--- src/sv/wav_header_parser_defines.svh ---
// ----------------------------------------------------------------------------
// WAV header parser assertion macros
// Clocked, reset-qualified property helpers shared by the parser RTL.
// ----------------------------------------------------------------------------
`ifndef WAV_HEADER_PARSER_DEFINES_SVH
`define WAV_HEADER_PARSER_DEFINES_SVH

// Same-cycle implication, checked on every rising edge out of reset.
`define WHP_ASSERT_IMP(name, ante, cons) \
    name: assert property (@(posedge i_clk) disable iff (!i_rst_n) (ante) |-> (cons)) \
        else $error("wav header parser: same-cycle check failed");

// Next-cycle implication, checked on every rising edge out of reset.
`define WHP_ASSERT_NXT(name, ante, cons) \
    name: assert property (@(posedge i_clk) disable iff (!i_rst_n) (ante) |=> (cons)) \
        else $error("wav header parser: next-cycle check failed");

`endif

--- src/sv/whp_pkg.sv ---
// ----------------------------------------------------------------------------
// WAV header parser package
// Transaction types, parser state, chunk tags and status codes.
// ----------------------------------------------------------------------------
package whp_pkg;

    typedef enum logic [2:0] {
        PH_RIFF,
        PH_CHUNK,
        PH_FMT,
        PH_SKIP,
        PH_DONE
    } t_phase;

    typedef enum logic [2:0] {
        ST_PARSING     = 3'd0,
        ST_OK          = 3'd1,
        ST_SHORT       = 3'd2,
        ST_NOT_WAVE    = 3'd3,
        ST_BAD_SIZE    = 3'd4,
        ST_UNSUPPORTED = 3'd5,
        ST_MISSING     = 3'd6
    } t_status;

    localparam logic [31:0] C_TAG_RIFF = 32'h4646_4952;
    localparam logic [31:0] C_TAG_WAVE = 32'h4556_4157;
    localparam logic [31:0] C_TAG_FMT  = 32'h2074_6D66;
    localparam logic [31:0] C_TAG_DATA = 32'h6174_6164;
    localparam logic [15:0] C_PCM_CODE = 16'h0001;
    localparam logic [15:0] C_PCM_BITS = 16'd16;
    localparam logic [15:0] C_MONO     = 16'd1;
    localparam logic [15:0] C_STEREO   = 16'd2;
    localparam logic [31:0] C_FMT_SIZE = 32'd16;

    // Byte counts within the header shift register
    localparam logic [4:0] C_MAGIC_LEN = 5'd4;
    localparam logic [4:0] C_RIFF_LEN  = 5'd12;
    localparam logic [4:0] C_CHUNK_LEN = 5'd8;
    localparam logic [4:0] C_FMT_HALF  = 5'd8;
    localparam logic [4:0] C_FMT_LEN   = 5'd16;

    typedef struct packed {
        logic [7:0] data_byte;
        logic       first_byte;
        logic       last_byte;
    } t_in_item;

    typedef struct packed {
        t_status     status;
        logic [15:0] chan_count;
        logic [31:0] rate_hz;
        logic [31:0] bytes_per_sec;
        logic [15:0] sample_bits;
        logic [31:0] audio_start;
        logic [31:0] audio_len;
    } t_out_item;

    typedef struct packed {
        t_phase      phase;
        logic [4:0]  hdr_cnt;
        logic [63:0] shift;
        logic [32:0] skip;
        logic [31:0] pos;
        logic        fmt_seen;
        logic [15:0] fmt_code;
        logic        magic_bad;
        t_status     final_status;
        logic [15:0] chan_count;
        logic [31:0] rate_hz;
        logic [31:0] bytes_per_sec;
        logic [15:0] sample_bits;
        logic [31:0] audio_start;
        logic [31:0] audio_len;
    } t_state;

    function automatic t_state reset_state();
        t_state s;
        s              = '0;
        s.phase        = PH_RIFF;
        s.final_status = ST_PARSING;
        return s;
    endfunction

endpackage

--- src/sv/wav_header_parser.sv ---
// ----------------------------------------------------------------------------
// WAV header parser
// Byte-stream RIFF/WAVE header checker with fmt and data chunk decode.
// ----------------------------------------------------------------------------
//
//  channel | direction | handshake               | payload
//  --------+-----------+-------------------------+------------------------------
//  in      | input     | i_in_valid / o_in_stall | data_byte, first_byte, last_byte
//  out     | output    | o_out_valid/i_out_stall | status and decoded header fields
//
//  One byte transaction is taken per cycle while o_in_stall is low; each yields exactly one result.
//  Each byte passes through the input register, then one parser step into the
//  result register, which also updates the parser state.
//  Reset (i_rst_n low, synchronous) clears the input/result valids and the
//  parser state to the start of a RIFF header.
//  A stalled result holds; the input register still takes one more byte
//  behind it, and o_in_stall rises only when both registers are full.
//
`include "wav_header_parser_defines.svh"

module wav_header_parser (
    input  logic               i_clk,
    input  logic               i_rst_n,
    input  logic               i_in_valid,
    output logic               o_in_stall,
    input  whp_pkg::t_in_item  i_in_data,
    output logic               o_out_valid,
    input  logic               i_out_stall,
    output whp_pkg::t_out_item o_out_data
);
    import whp_pkg::*;

    logic      move;
    logic      in_valid;
    t_in_item  in_item;
    t_state    r_st;
    t_state    n_st;
    t_out_item r_out;
    t_out_item n_out;
    logic      r_out_valid;

    // Advance the parser when a byte is registered and the result slot frees up
    assign move = in_valid && (!r_out_valid || !i_out_stall);

    whp_in_stage u_in_stage (
        .i_clk      (i_clk),
        .i_rst_n    (i_rst_n),
        .i_in_valid (i_in_valid),
        .i_in_data  (i_in_data),
        .o_in_stall (o_in_stall),
        .i_take     (move),
        .o_valid    (in_valid),
        .o_item     (in_item)
    );

    // One full parser step: first_byte clear, byte consume, end-of-file checks
    whp_step u_step (
        .i_state  (r_st),
        .i_item   (in_item),
        .o_state  (n_st),
        .o_result (n_out)
    );

    // Hold parser state between bytes; commit only on a moving transaction
    always_ff @(posedge i_clk) begin
        if (!i_rst_n) begin
            r_st <= reset_state();
        end else if (move) begin
            r_st <= n_st;
        end
    end

    // Result register: load on move, drop valid once taken downstream
    always_ff @(posedge i_clk) begin
        if (!i_rst_n) begin
            r_out_valid <= 1'b0;
        end else if (move) begin
            r_out_valid <= 1'b1;
        end else if (!i_out_stall) begin
            r_out_valid <= 1'b0;
        end
    end

    always_ff @(posedge i_clk) begin
        if (move) begin
            r_out <= n_out;
        end
    end

    assign o_out_valid = r_out_valid;
    assign o_out_data  = r_out;

    // A finished parse ignores bytes until the next file starts
    `WHP_ASSERT_NXT(a_done_holds, move && r_st.phase == PH_DONE && !in_item.first_byte, $stable(r_st))
    // Skip phase is only ever entered with bytes left to skip
    `WHP_ASSERT_IMP(a_skip_nonzero, r_st.phase == PH_SKIP, r_st.skip != 33'd0)
    // Header byte count never runs past the fmt body length
    `WHP_ASSERT_IMP(a_cnt_bound, 1'b1, r_st.hdr_cnt <= C_FMT_LEN)
    // Input stalls only when its register holds an unconsumed byte
    `WHP_ASSERT_IMP(a_stall_full, o_in_stall, in_valid && r_out_valid && i_out_stall)
    // Every parser advance presents a result on the next cycle
    `WHP_ASSERT_NXT(a_move_result, move, r_out_valid)

endmodule

--- src/sv/whp_in_stage.sv ---
// ----------------------------------------------------------------------------
// WAV header parser input stage
// Registers one input transaction and holds it until the parser takes it.
// ----------------------------------------------------------------------------
module whp_in_stage (
    input  logic              i_clk,
    input  logic              i_rst_n,
    input  logic              i_in_valid,
    input  whp_pkg::t_in_item i_in_data,
    output logic              o_in_stall,
    input  logic              i_take,
    output logic              o_valid,
    output whp_pkg::t_in_item o_item
);
    import whp_pkg::*;

    logic     r_valid;
    t_in_item r_item;

    // Hold while a registered transaction is waiting on the parser
    assign o_in_stall = r_valid && !i_take;

    always_ff @(posedge i_clk) begin
        if (!i_rst_n) begin
            r_valid <= 1'b0;
        end else if (!o_in_stall) begin
            r_valid <= i_in_valid;
        end
    end

    always_ff @(posedge i_clk) begin
        if (!o_in_stall && i_in_valid) begin
            r_item <= i_in_data;
        end
    end

    assign o_valid = r_valid;
    assign o_item  = r_item;

endmodule

--- src/sv/whp_step.sv ---
// ----------------------------------------------------------------------------
// WAV header parser step
// Next parser state and result for one file byte.
// ----------------------------------------------------------------------------
module whp_step (
    input  whp_pkg::t_state    i_state,
    input  whp_pkg::t_in_item  i_item,
    output whp_pkg::t_state    o_state,
    output whp_pkg::t_out_item o_result
);
    import whp_pkg::*;

    t_state      cur;
    t_state      n_st;
    logic [63:0] sh;
    logic [4:0]  cnt;
    logic [31:0] size;
    logic [32:0] dec;

    assign cur  = i_item.first_byte ? reset_state() : i_state;
    assign sh   = {i_item.data_byte, cur.shift[63:8]};
    assign cnt  = cur.hdr_cnt + 5'd1;
    assign size = sh[63:32];
    assign dec  = (cur.skip != 33'd0) ? cur.skip - 33'd1 : cur.skip;

    always_comb begin
        n_st = cur;
        if (cur.phase != PH_DONE) begin
            n_st.pos = cur.pos + 32'd1;
            case (cur.phase)
                PH_RIFF: begin
                    n_st.shift   = sh;
                    n_st.hdr_cnt = cnt;
                    if (cnt == C_MAGIC_LEN && size != C_TAG_RIFF) begin
                        n_st.magic_bad = 1'b1;
                    end
                    if (cnt == C_RIFF_LEN) begin
                        n_st.hdr_cnt = '0;
                        if (n_st.magic_bad || size != C_TAG_WAVE) begin
                            n_st.final_status = ST_NOT_WAVE;
                            n_st.phase        = PH_DONE;
                        end else begin
                            n_st.phase = PH_CHUNK;
                        end
                    end
                end
                PH_CHUNK: begin
                    n_st.shift   = sh;
                    n_st.hdr_cnt = cnt;
                    if (cnt == C_CHUNK_LEN) begin
                        n_st.hdr_cnt = '0;
                        if (sh[31:0] == C_TAG_FMT) begin
                            if (size < C_FMT_SIZE) begin
                                n_st.final_status = ST_BAD_SIZE;
                                n_st.phase        = PH_DONE;
                            end else begin
                                n_st.skip  = {1'b0, size - C_FMT_SIZE} + {32'd0, size[0]};
                                n_st.phase = PH_FMT;
                            end
                        end else if (sh[31:0] == C_TAG_DATA) begin
                            n_st.audio_start = n_st.pos;
                            n_st.audio_len   = size;
                            n_st.phase       = PH_DONE;
                            if (!cur.fmt_seen) begin
                                n_st.final_status = ST_MISSING;
                            end else if (cur.sample_bits != C_PCM_BITS) begin
                                n_st.final_status = ST_UNSUPPORTED;
                            end else if (cur.chan_count != C_MONO &&
                                         cur.chan_count != C_STEREO) begin
                                n_st.final_status = ST_UNSUPPORTED;
                            end else if (cur.bytes_per_sec == 32'd0) begin
                                n_st.final_status = ST_BAD_SIZE;
                            end else begin
                                n_st.final_status = ST_OK;
                            end
                        end else begin
                            n_st.skip  = {1'b0, size} + {32'd0, size[0]};
                            n_st.phase = (size != 32'd0) ? PH_SKIP : PH_CHUNK;
                        end
                    end
                end
                PH_FMT: begin
                    n_st.shift   = sh;
                    n_st.hdr_cnt = cnt;
                    if (cnt == C_FMT_HALF) begin
                        n_st.fmt_code   = sh[15:0];
                        n_st.chan_count = sh[31:16];
                        n_st.rate_hz    = sh[63:32];
                    end else if (cnt == C_FMT_LEN) begin
                        n_st.hdr_cnt       = '0;
                        n_st.bytes_per_sec = sh[31:0];
                        n_st.sample_bits   = sh[63:48];
                        n_st.fmt_seen      = 1'b1;
                        if (cur.fmt_code != C_PCM_CODE) begin
                            n_st.final_status = ST_UNSUPPORTED;
                            n_st.phase        = PH_DONE;
                        end else begin
                            n_st.phase = (cur.skip != 33'd0) ? PH_SKIP : PH_CHUNK;
                        end
                    end
                end
                PH_SKIP: begin
                    n_st.skip = dec;
                    if (dec == 33'd0) begin
                        n_st.hdr_cnt = '0;
                        n_st.phase   = PH_CHUNK;
                    end
                end
                default: begin
                end
            endcase
            // End of file before a final code: classify where the stream stopped
            if (i_item.last_byte && n_st.phase != PH_DONE) begin
                if ((n_st.phase == PH_CHUNK && n_st.hdr_cnt == 5'd0) ||
                    n_st.phase == PH_SKIP) begin
                    n_st.final_status = ST_MISSING;
                end else begin
                    n_st.final_status = ST_SHORT;
                end
                n_st.phase = PH_DONE;
            end
        end
    end

    assign o_state = n_st;

    always_comb begin
        o_result.status        = (n_st.phase == PH_DONE) ? n_st.final_status : ST_PARSING;
        o_result.chan_count    = n_st.chan_count;
        o_result.rate_hz       = n_st.rate_hz;
        o_result.bytes_per_sec = n_st.bytes_per_sec;
        o_result.sample_bits   = n_st.sample_bits;
        o_result.audio_start   = n_st.audio_start;
        o_result.audio_len     = n_st.audio_len;
    end

endmodule
--- config.mk ---
export PLATFORM = sky130hd
export DESIGN_NAME = wav_header_parser
export DESIGN_NICKNAME = d
export VERILOG_FILES = /design/src/sv/whp_pkg.sv /design/src/sv/wav_header_parser.sv /design/src/sv/whp_in_stage.sv /design/src/sv/whp_step.sv
export VERILOG_INCLUDE_DIRS = /design/src /design/src/sv
export SDC_FILE = /design/constraint.sdc
export NUM_CORES = 1
export LEC_CHECK = 0
export BUFFER_PORTS_ARGS = -buffer_cell sky130_fd_sc_hd__clkbuf_2
export CAP_MARGIN = 20
export CORE_ASPECT_RATIO = 0.75
export CORE_MARGIN = 3
export CORE_UTILIZATION = 65
export DETAILED_ROUTE_END_ITERATION = 10
export PLACE_DENSITY = 0.85
export SKIP_LAST_GASP = 1
export SLEW_MARGIN = 15
export SYNTH_ARGS = -nofsm -noshare
export SYNTH_HDL_FRONTEND = slang
export SYNTH_SLANG_ARGS = --single-unit
--- constraint.sdc ---
create_clock -name i_clk -period 15.5 [get_ports i_clk]
set_input_delay 1.55 -clock i_clk [delete_from_list [all_inputs] [get_ports i_clk]]
set_output_delay 1.55 -clock i_clk [all_outputs]
set_load 0.05 [all_outputs]
# ---- After elaboration in Yosys (flattened, before gate mapping)
# Index checks and enable logic that the tools add are counted.
dict set report op_classes {
  add_sub_neg 6
  mul 0
  n_div 0
  magnitude_cmp 1
  eq_ne 21
  shifts 0
  muxes 58
  n_bitwise 0
  reduce_logical 21
}
# op n
set ops {}
lappend ops {{two-way mux 318 bit} 2}
lappend ops {{two-way mux 64 bit} 5}
lappend ops {{two-way mux 33 bit} 5}
lappend ops {{two-way mux 48 bit} 3}
lappend ops {{two-way mux 96 bit} 1}
lappend ops {{adder 32 x 1 -> 33 bit} 2}
lappend ops {{case mux 33 bit (2 select lines)} 1}
lappend ops {{!= test 32 x 31 -> 1 bit (second input constant)} 2}
lappend ops {{two-way mux 3 bit} 21}
lappend ops {{two-way mux 8 bit} 6}
lappend ops {{zero test 33 bit} 1}
lappend ops {{nonzero test 33 bit} 1}
lappend ops {{subtractor 33 x 1 -> 33 bit (second input constant)} 1}
lappend ops {{adder 32 x 1 -> 32 bit (second input constant)} 1}
lappend ops {{== test 32 x 30 -> 1 bit (second input constant)} 1}
lappend ops {{== test 32 x 31 -> 1 bit (second input constant)} 1}
lappend ops {{zero test 32 bit} 1}
lappend ops {{less-than comparator 32 x 5 -> 1 bit (second input constant)} 1}
lappend ops {{!= test 16 x 1 -> 1 bit (second input constant)} 2}
lappend ops {{case mux 8 bit (4 select lines)} 1}
lappend ops {{nonzero test 32 bit} 1}
lappend ops {{subtractor 32 x 5 -> 32 bit (second input constant)} 1}
lappend ops {{two-way mux 17 bit} 1}
lappend ops {{two-way mux 16 bit} 1}
lappend ops {{other kinds (20)} 44}
dict set report totals {
  regBits 493
  latchBits 0
  ramBits 0
  rom_bits 0
  inputBits 14
  elab_cells 134
  n_memories 0
}

# ---- Longest topological paths before layout
# Gate-level depths: netlist (run 1).
dict set report depth {
  word_depth 19
  mapped_depth 23
  ltp_nobuf 14
}

# ---- Hierarchy
# From an unflattened synthesis (run 1), not the netlist that was laid out.
dict set report unflattened {
  hier_cells 3757
  hier_area_um2 30315.3
}
# module n_inst cells_each area_each_um2 seq_area_each_um2
set by_module_without_submodules {}
lappend by_module_without_submodules {wav_header_parser 1 1546 17915.9 11280.8}
lappend by_module_without_submodules {whp_step 1 2197 12051.6 0.0}
lappend by_module_without_submodules {whp_in_stage 1 14 347.8 320.3}

# ---- Worst setup path before layout (run 1)
# No wires, ideal clock.
dict set report synth_timing {
  path_kind {input-to-reg}
  start {input i_out_stall}
  end {register r_st[186] (netlist bit)}
  setup_ns 0.366
  arrival_time_ns 7.275
  required_ns 15.134
  slack_ns 7.859
  path_stages 7
  n_path_buf 3
  path_cell_list {nand2_1 > nand2_1 > inv_1 > clkbuf_1 > clkbuf_1 > clkbuf_1 > a31oi_1}
}
dict set report synth_between {
  elab_chain_len 3
}
# element line_no
set synth_rtl {}
lappend synth_rtl {{start: declaration} wav_header_parser.sv:28} ;# input logic i_out_stall,
lappend synth_rtl {{zero test 1 bit} n/a}
lappend synth_rtl {{logical OR 1 bit} wav_header_parser.sv:43} ;# assign move = in_valid && (!r_out_valid || !i_out_stall);
lappend synth_rtl {{logical AND 1 bit} wav_header_parser.sv:43}
lappend synth_rtl {{named net move} wav_header_parser.sv:33} ;# logic move;
lappend synth_rtl {{end signal: assignment} wav_header_parser.sv:67} ;# r_st <= reset_state();
lappend synth_rtl {{end signal: assignment} wav_header_parser.sv:69} ;# r_st <= n_st;
lappend synth_rtl {{end: declaration} wav_header_parser.sv:36} ;# t_state r_st;
# The timed path passes the listed nets, and every way through them passes these cells.
# A chain may end at the register's enable or synchronous reset.

# ---- Worst setup path in the final report (run 1)
dict set report layout_timing {
  start {register u_in_stage.r_item, in the netlist u_in_stage.o_item[1]}
  end {register r_st[240] (netlist bit)}
}
dict set report layout_between {
  elab_chain_len 8
}
# element line_no
set layout_rtl {}
lappend layout_rtl {{start: declaration} whp_in_stage.sv:18} ;# t_in_item r_item;
lappend layout_rtl {{start signal: assignment} whp_in_stage.sv:33} ;# r_item <= i_in_data;
lappend layout_rtl {{two-way mux 318 bit *} whp_step.sv:20} ;# assign cur = i_item.first_byte ? reset_state() : i_state;
lappend layout_rtl {{subtractor 32 x 5 -> 32 bit} whp_step.sv:57} ;# n_st.skip = {1'b0, size - C_FMT_SIZE} + {32'd0, size[0]};
lappend layout_rtl {{adder 32 x 1 -> 33 bit} whp_step.sv:57}
lappend layout_rtl {{two-way mux 33 bit} whp_step.sv:53} ;# if (size < C_FMT_SIZE) begin
lappend layout_rtl {{two-way mux 33 bit} whp_step.sv:52} ;# if (sh[31:0] == C_TAG_FMT) begin
lappend layout_rtl {{two-way mux 33 bit} whp_step.sv:50} ;# if (cnt == C_CHUNK_LEN) begin
lappend layout_rtl {{case mux 33 bit (2 select lines)} whp_step.sv:30} ;# case (cur.phase)
lappend layout_rtl {{two-way mux 318 bit *} whp_step.sv:28} ;# if (cur.phase != PH_DONE) begin
# Mark *: on every way between the ends. The rest lies on a longest branch, timed or not.

==> results.tsv, run 1 <==
metric	value	unit
initialDrtViolationCount	4422	
setup_viol	0	
fin_hold_ws	0.455	ns
htreeDepth	2	
powerDensity	101	mW/mm^2
fin_util	72.3	%
drc	0	
cts_buffers	46	
slew_violations	0	
num-nets-final	3238	
vdd_drop_max	89.4	uV
n_antenna_cell	0	
regToRegSetupSlack	9.97	ns
synthCells	3211	
clock-skew-final	0.0421	ns
syn-mean-instance-area	7.91	um^2
die_w	234	um
startpoint	u_in_stage.o_item[1]$_DFFE_PP_	
synth_seq_cells	485	
crit_family	simple AND/OR/NAND/NOR gates	
start_util	66.1	%
clock_path_buffers	3	
drv_cap	0	
dp_hpwl	55300	um
rows	62	
vias_per_cell	6.83	
worst-path-max-fanout	61	
clk_pin_slew	0.07	ns
fin_crit_sh	35.7	%
core-area	0.0384	mm^2
synth-edff-count	173	
p_int	0.00205	W
clkLatencyLatePin	0.59	ns
antenna_found_initial	3	
port_buffers	178	
final_cell_mix	nand2_1 (789), a21oi_1 (396), dfxtp_1 (312)	
seq_power_share	48.7	%
first_global_vias	23238	
clkPwrFrac	40.9	%
max_freq	181	MHz
pre_cts_slack	10.13	ns
first_pass_iters	8	
p_switching	0.000770	W
cp.buffers_inverters	3	
wl_per_cell	22.4	um
grt_pass1_wl	129000	um
path_cells	inv_4 -> buf_4 -> nand2_1 -> ha_1 -> inv_1 -> xnor2_1 -> nor4_1 -> o311ai_0 -> or3_1 -> nor4_1 -> mux2i_1 -> mux2i_1 -> a21oi_1 -> o32ai_1	
crit_path_start_kind	register	
fin_crit	5.53	ns
setup_slack	9.97	ns
combPwrFrac	10.4	%
tns	0	ns
crit_end	r_st[240]$_SDFFE_PN0P_	
outcome	complete, no violations	
yosysSeqAreaShare	45.1	%
hold_viol_final	0	
ys_types	92	
slowest_delay	0.58	ns
routed_wl	84500	um
cts_hold_buf	0	
via_count	25720	
final_common_cell	nand2_1	
p_sw_share	27.3	%
die_h	177	um
gp_congestion	0.994	
syn_area	0.0254	mm^2
slew_headroom	26.0	%
slowest_stage	inv_4	
grt_start_max_net_pins	172	
tightest_slew	1.11	ns
numClockSinks	485	
yosysWarnings	0	
dieArea	0.0415	mm^2
critical_path_depth	14	
ant_nets	0	
ff2ff_path_depth	14	
root_buffer	clkbuf_16	
drive_above_1_share	10.2	%
hp-class	reg -> reg	
pin_count	179	
crit_required	15.99	ns
multi_input_area	0.0129	mm^2
ff_latch_area	0.0114	mm^2
rsz0062_at_grt	no	
regToRegEndpoint	r_st[240]$_SDFFE_PN0P_	
critPathArrivalTime	6.03	ns
synth_nets	3236	
cts_resized	0	
areaGrowthSynthToFinish	9.36	%
leakagePower	9.33	nW
postCtsSetupBuffers	0	
cts_tree	built	
critPathCaptureType	register	
crit_type	reg -> reg	
async_flop_share	0	%
grt.total_usage	39.1	%
r2r-start	u_in_stage.o_item[1]$_DFFE_PP_	
fill_cells	2880	
synth_top_flop_cell	dfxtp_1	
grt_overflow	0	
metal layers:
layer / track usage [%] / vias to the layer above / routed length, um
met1: 54.7 / 12085 / 32800
met4: 14.2 / 4 / 3050
li1: - / 11413 / -
met2: 58.3 / 1915 / 36900
met5: 0 / - / 24
met3: 10.7 / 303 / 11700
cell families after synthesis:
kind of cell / Yosys count / share of synthesized area, %
AND/OR/NAND/NOR: 1486 / 26.8
AO/OA/AOI/OAI: 859 / 20.1
flip-flops: 485 / 45.1
buffers and inverters: 278 / 4.26
XOR/XNOR: 78 / 2.69
multiplexers: 14 / 0.562
adder cells (fa/ha/maj): 11 / 0.542
worst register-to-register path: stages, from the launching register on:
cell and delay [ns]:
edfxtp_1 0.51, inv_4 0.58, buf_4 0.59, nand2_1 0.28, ha_1 0.48, inv_1 0.29
xnor2_1 0.16, nor4_1 0.44, o311ai_0 0.35, or3_1 0.54, nor4_1 0.48, mux2i_1 0.29
mux2i_1 0.22, a21oi_1 0.09, o32ai_1 0.13
worst min path at each step:
stage | slack, ns | start | to | cells past startpoint
2_1_floorplan | 0.43 | r_st[24]$_SDFFE_PN0P_ | r_st[24]$_SDFFE_PN0P_ | 2
3_3_place_gp | 0.44 | r_st[29]$_SDFFE_PN0P_ | r_st[29]$_SDFFE_PN0P_ | 2
3_5_place_dp | 0.45 | r_st[29]$_SDFFE_PN0P_ | r_st[29]$_SDFFE_PN0P_ | 2
4_1_cts | 0.45 | r_st[29]$_SDFFE_PN0P_ | r_st[29]$_SDFFE_PN0P_ | 2
5_1_grt | 0.48 | r_st[29]$_SDFFE_PN0P_ | r_st[29]$_SDFFE_PN0P_ | 2
6_report | 0.45 | r_st[29]$_SDFFE_PN0P_ | r_st[29]$_SDFFE_PN0P_ | 2
cell usage after synthesis, types with 8 or more instances:
cell	instances	share of area (%)
o211ai_1	17	0.50
edfxtp_1	173	20
o211a_1	11	0.43
xor2_1	34	1.2
nand2_1	791	12
or3_1	22	0.54
a22oi_1	37	1.1
a21oi_1	396	7.8
and3_1	44	1.1
nand2b_1	19	0.47
a21o_1	16	0.47
ha_1	11	0.54
buf_2	9	0.18
mux2i_1	12	0.47
nand3_1	115	2.3
nor3b_1	8	0.24
clkbuf_1	225	3.3
nand4_1	34	0.84
o31ai_1	10	0.30
o21ai_0	191	3.8
dfxtp_1	312	25
a31oi_1	32	0.79
nor2b_1	35	0.86
a221oi_1	9	0.31
and2_1	12	0.30
nor2_1	215	3.2
xnor2_1	44	1.5
nor4_1	50	1.2
inv_1	16	0.24
and4_1	11	0.38
nor3_1	56	1.1
or2_2	9	0.22
o32ai_1	10	0.34
buf_1	21	0.31
o22ai_1	11	0.27
or4_1	13	0.38
a211oi_1	26	0.77
nor4b_1	9	0.31
nand3b_1	9	0.27
through the flow:
| step | power (W) | std cells | cell area [um^2] |
|---|---|---|---|
| 6_report | 0.00282 | 3763 | 27800 |
| 4_1_cts | 0.00281 | 3762 | 27800 |
| 5_1_grt | 0.00289 | 3763 | 27800 |
| 2_1_floorplan | 0.00161 | 3211 | 25400 |
| 3_3_place_gp | 0.00168 | 3676 | 26300 |
| 3_5_place_dp | 0.00168 | 3676 | 26300 |
state kept, by name (all words and copies together), names as in the netlist:
signal	count
r_st	310
o_out_valid	1
o_out_data	163
u_in_stage.o_valid	1
u_in_stage.o_item	10
power groups by stage:
stage	combinational [W]	sequential, W	clock, W
2_1_floorplan	0.000142	0.00146	0
3_5_place_dp	0.000284	0.00140	0
4_1_cts	0.000285	0.00137	0.00115
3_3_place_gp	0.000282	0.00140	0
6_report	0.000292	0.00137	0.00115
5_1_grt	0.000308	0.00137	0.00121
area by class of cell:
type                       count  share of cell area [%]
clock buffer                  64                    4.69
clock inverter                22                   0.743
inverter                      19                   0.320
multi-input combinational   2448                    46.5
sequential                   485                    41.2
tap                          512                    2.31
timing repair buffer         213                    4.20
Power figures use the tool's default switching activity.
==> run 2, diff against run 1 <==
- CORE_UTILIZATION: 65 -> 61
- PLACE_DENSITY: 0.85 -> 0.8
- clock period: 15.5 -> 5.5 ns (I/O delays scaled with it)
==> run 2 against run 1 <==
Against the previous run: sequential power grew to 2.8 times the previous value; final cell count is 1.9% higher; critical path depth is 3 lower; highest routed layer is now met4; clock-buffer cell count stayed put; first-iteration DRC count is 7.3% lower.
==> results.tsv, run 2 (synthesis gave the netlist of run 1 again) <==
metric	value	unit
ant_nets	0	
drv_cap	0	
rows	64	
powerDensity	283	mW/mm^2
n_antenna_cell	0	
postCtsSetupBuffers	0	
p_switching	0.00220	W
grt_pass1_wl	134000	um
pin_count	179	
setup_viol	0	
cts_resized	0	
num-nets-final	3259	
vias_per_cell	6.71	
cp.buffers_inverters	1	
antenna_found_initial	0	
fin_area	0.0281	mm^2
hold_viol_final	0	
p_int	0.00574	W
clock_path_buffers	3	
clock-skew-final	0.0394	ns
max_freq	212	MHz
slowest_delay	0.70	ns
initialDrtViolationCount	4100	
ff2ff_path_depth	11	
path_cells	buf_12 -> o21ba_2 -> nor2_1 -> nand4_1 -> nand2_1 -> nand3_1 -> a2111oi_0 -> and4_4 -> a31oi_1 -> a211oi_2 -> a211oi_1	
slew_headroom	29.4	%
largest_reg_flops	310	
total_power	0.00794	W
regToRegSetupSlack	0.79	ns
fin_crit_sh	85.7	%
cts_buffers	47	
tns	0	ns
via_count	25726	
place_area	0.0265	mm^2
htreeDepth	2	
clkLatencyLatePin	0.59	ns
crit_path_start_kind	register	
final_common_cell	nand2_1	
drc	0	
fin_crit	4.71	ns
final_cells	3834	
drive_above_1_share	10.9	%
port_buffers	178	
final_cell_mix	nand2_1 (789), a21oi_1 (396), dfxtp_1 (312)	
dieArea	0.0441	mm^2
die_h	183	um
crit_type	reg -> reg	
min_delay_path_depth	1	
cts_tree	built	
fill_cells	3237	
die_w	242	um
rsz0062_at_grt	no	
worst-path-max-fanout	164	
areaGrowthSynthToFinish	10.6	%
outcome	complete, no violations	
core-area	0.0409	mm^2
dp_hpwl	58800	um
wl_per_cell	22.8	um
start_util	62.1	%
leakagePower	9.47	nW
routed_wl	87500	um
crit_required	5.81	ns
critical_path_depth	11	
dp.cells	3744	
grt_overflow	0	
vdd_drop_max	293	uV
clk_pin_slew	0.06	ns
numClockSinks	485	
seq_power_share	48.6	%
first_pass_iters	6	
crit_family	simple AND/OR/NAND/NOR gates	
grt.total_usage	38.1	%
grt_start_max_net_pins	165	
root_buffer	clkbuf_16	
gp_congestion	0.960	
fin_hold_ws	0.135	ns
combPwrFrac	10.6	%
hp-class	in -> reg	
critPathCaptureType	register	
slew_violations	0	
first_global_vias	23269	
cts_hold_buf	0	
clkPwrFrac	40.7	%
critPathArrivalTime	5.03	ns
tightest_slew	1.06	ns
regMostFlops	r_st	
slowest_stage	a2111oi_0	
p_sw_share	27.7	%
run 2: per-layer routing:
| layer | track usage (%) | vias up | part of all wire, % |
|---|---|---|---|
| li1 | - | 11469 | - |
| met1 | 56.1 | 12223 | 41 |
| met2 | 57.1 | 1819 | 43 |
| met3 | 7.99 | 215 | 13 |
| met4 | 10.1 | 0 | 2.7 |
| met5 | 0 | - | 0 |
run 2: worst paths after layout:
check,from,endpoint
worst max-delay path,u_in_stage.o_item[1]$_DFFE_PP_,o_out_data[162]$_SDFFCE_PP0P_
worst min-delay path,i_in_data[5],u_in_stage.o_item[5]$_DFFE_PP_
worst max register to register,u_in_stage.o_item[1]$_DFFE_PP_,o_out_data[162]$_SDFFCE_PP0P_
worst min register to register,r_st[13]$_SDFFE_PN0P_,r_st[13]$_SDFFE_PN0P_
run 2: layout make-up:
cell class	count	area [um^2]	share of cell area, %
inverters	19	88.8	0.316
multi-input cells	2448	12900	46.0
clock buffers	64	1340	4.75
flip-flops and latches	485	11400	40.7
repair buffers	233	1390	4.94
well taps	561	702	2.50
clock inverters	24	205	0.731
run 2: power groups by stage:
stage	Combinational [W]	Sequential [W]	Clock, W
detailed placement	0.000823	0.00394	0
finish	0.000844	0.00386	0.00323
floorplan	0.000401	0.00412	0
global placement	0.000822	0.00394	0
CTS	0.000826	0.00386	0.00324
global route	0.000886	0.00387	0.00338
run 2: metrics by stage:
step                      utilization [%]  setup slack (ns)
after floorplan                         -             0.367
after global placement               64.8              1.12
after detailed placement             64.8              1.02
after CTS                            68.6             0.995
after global routing                 68.6             0.658
final                                68.6             0.788
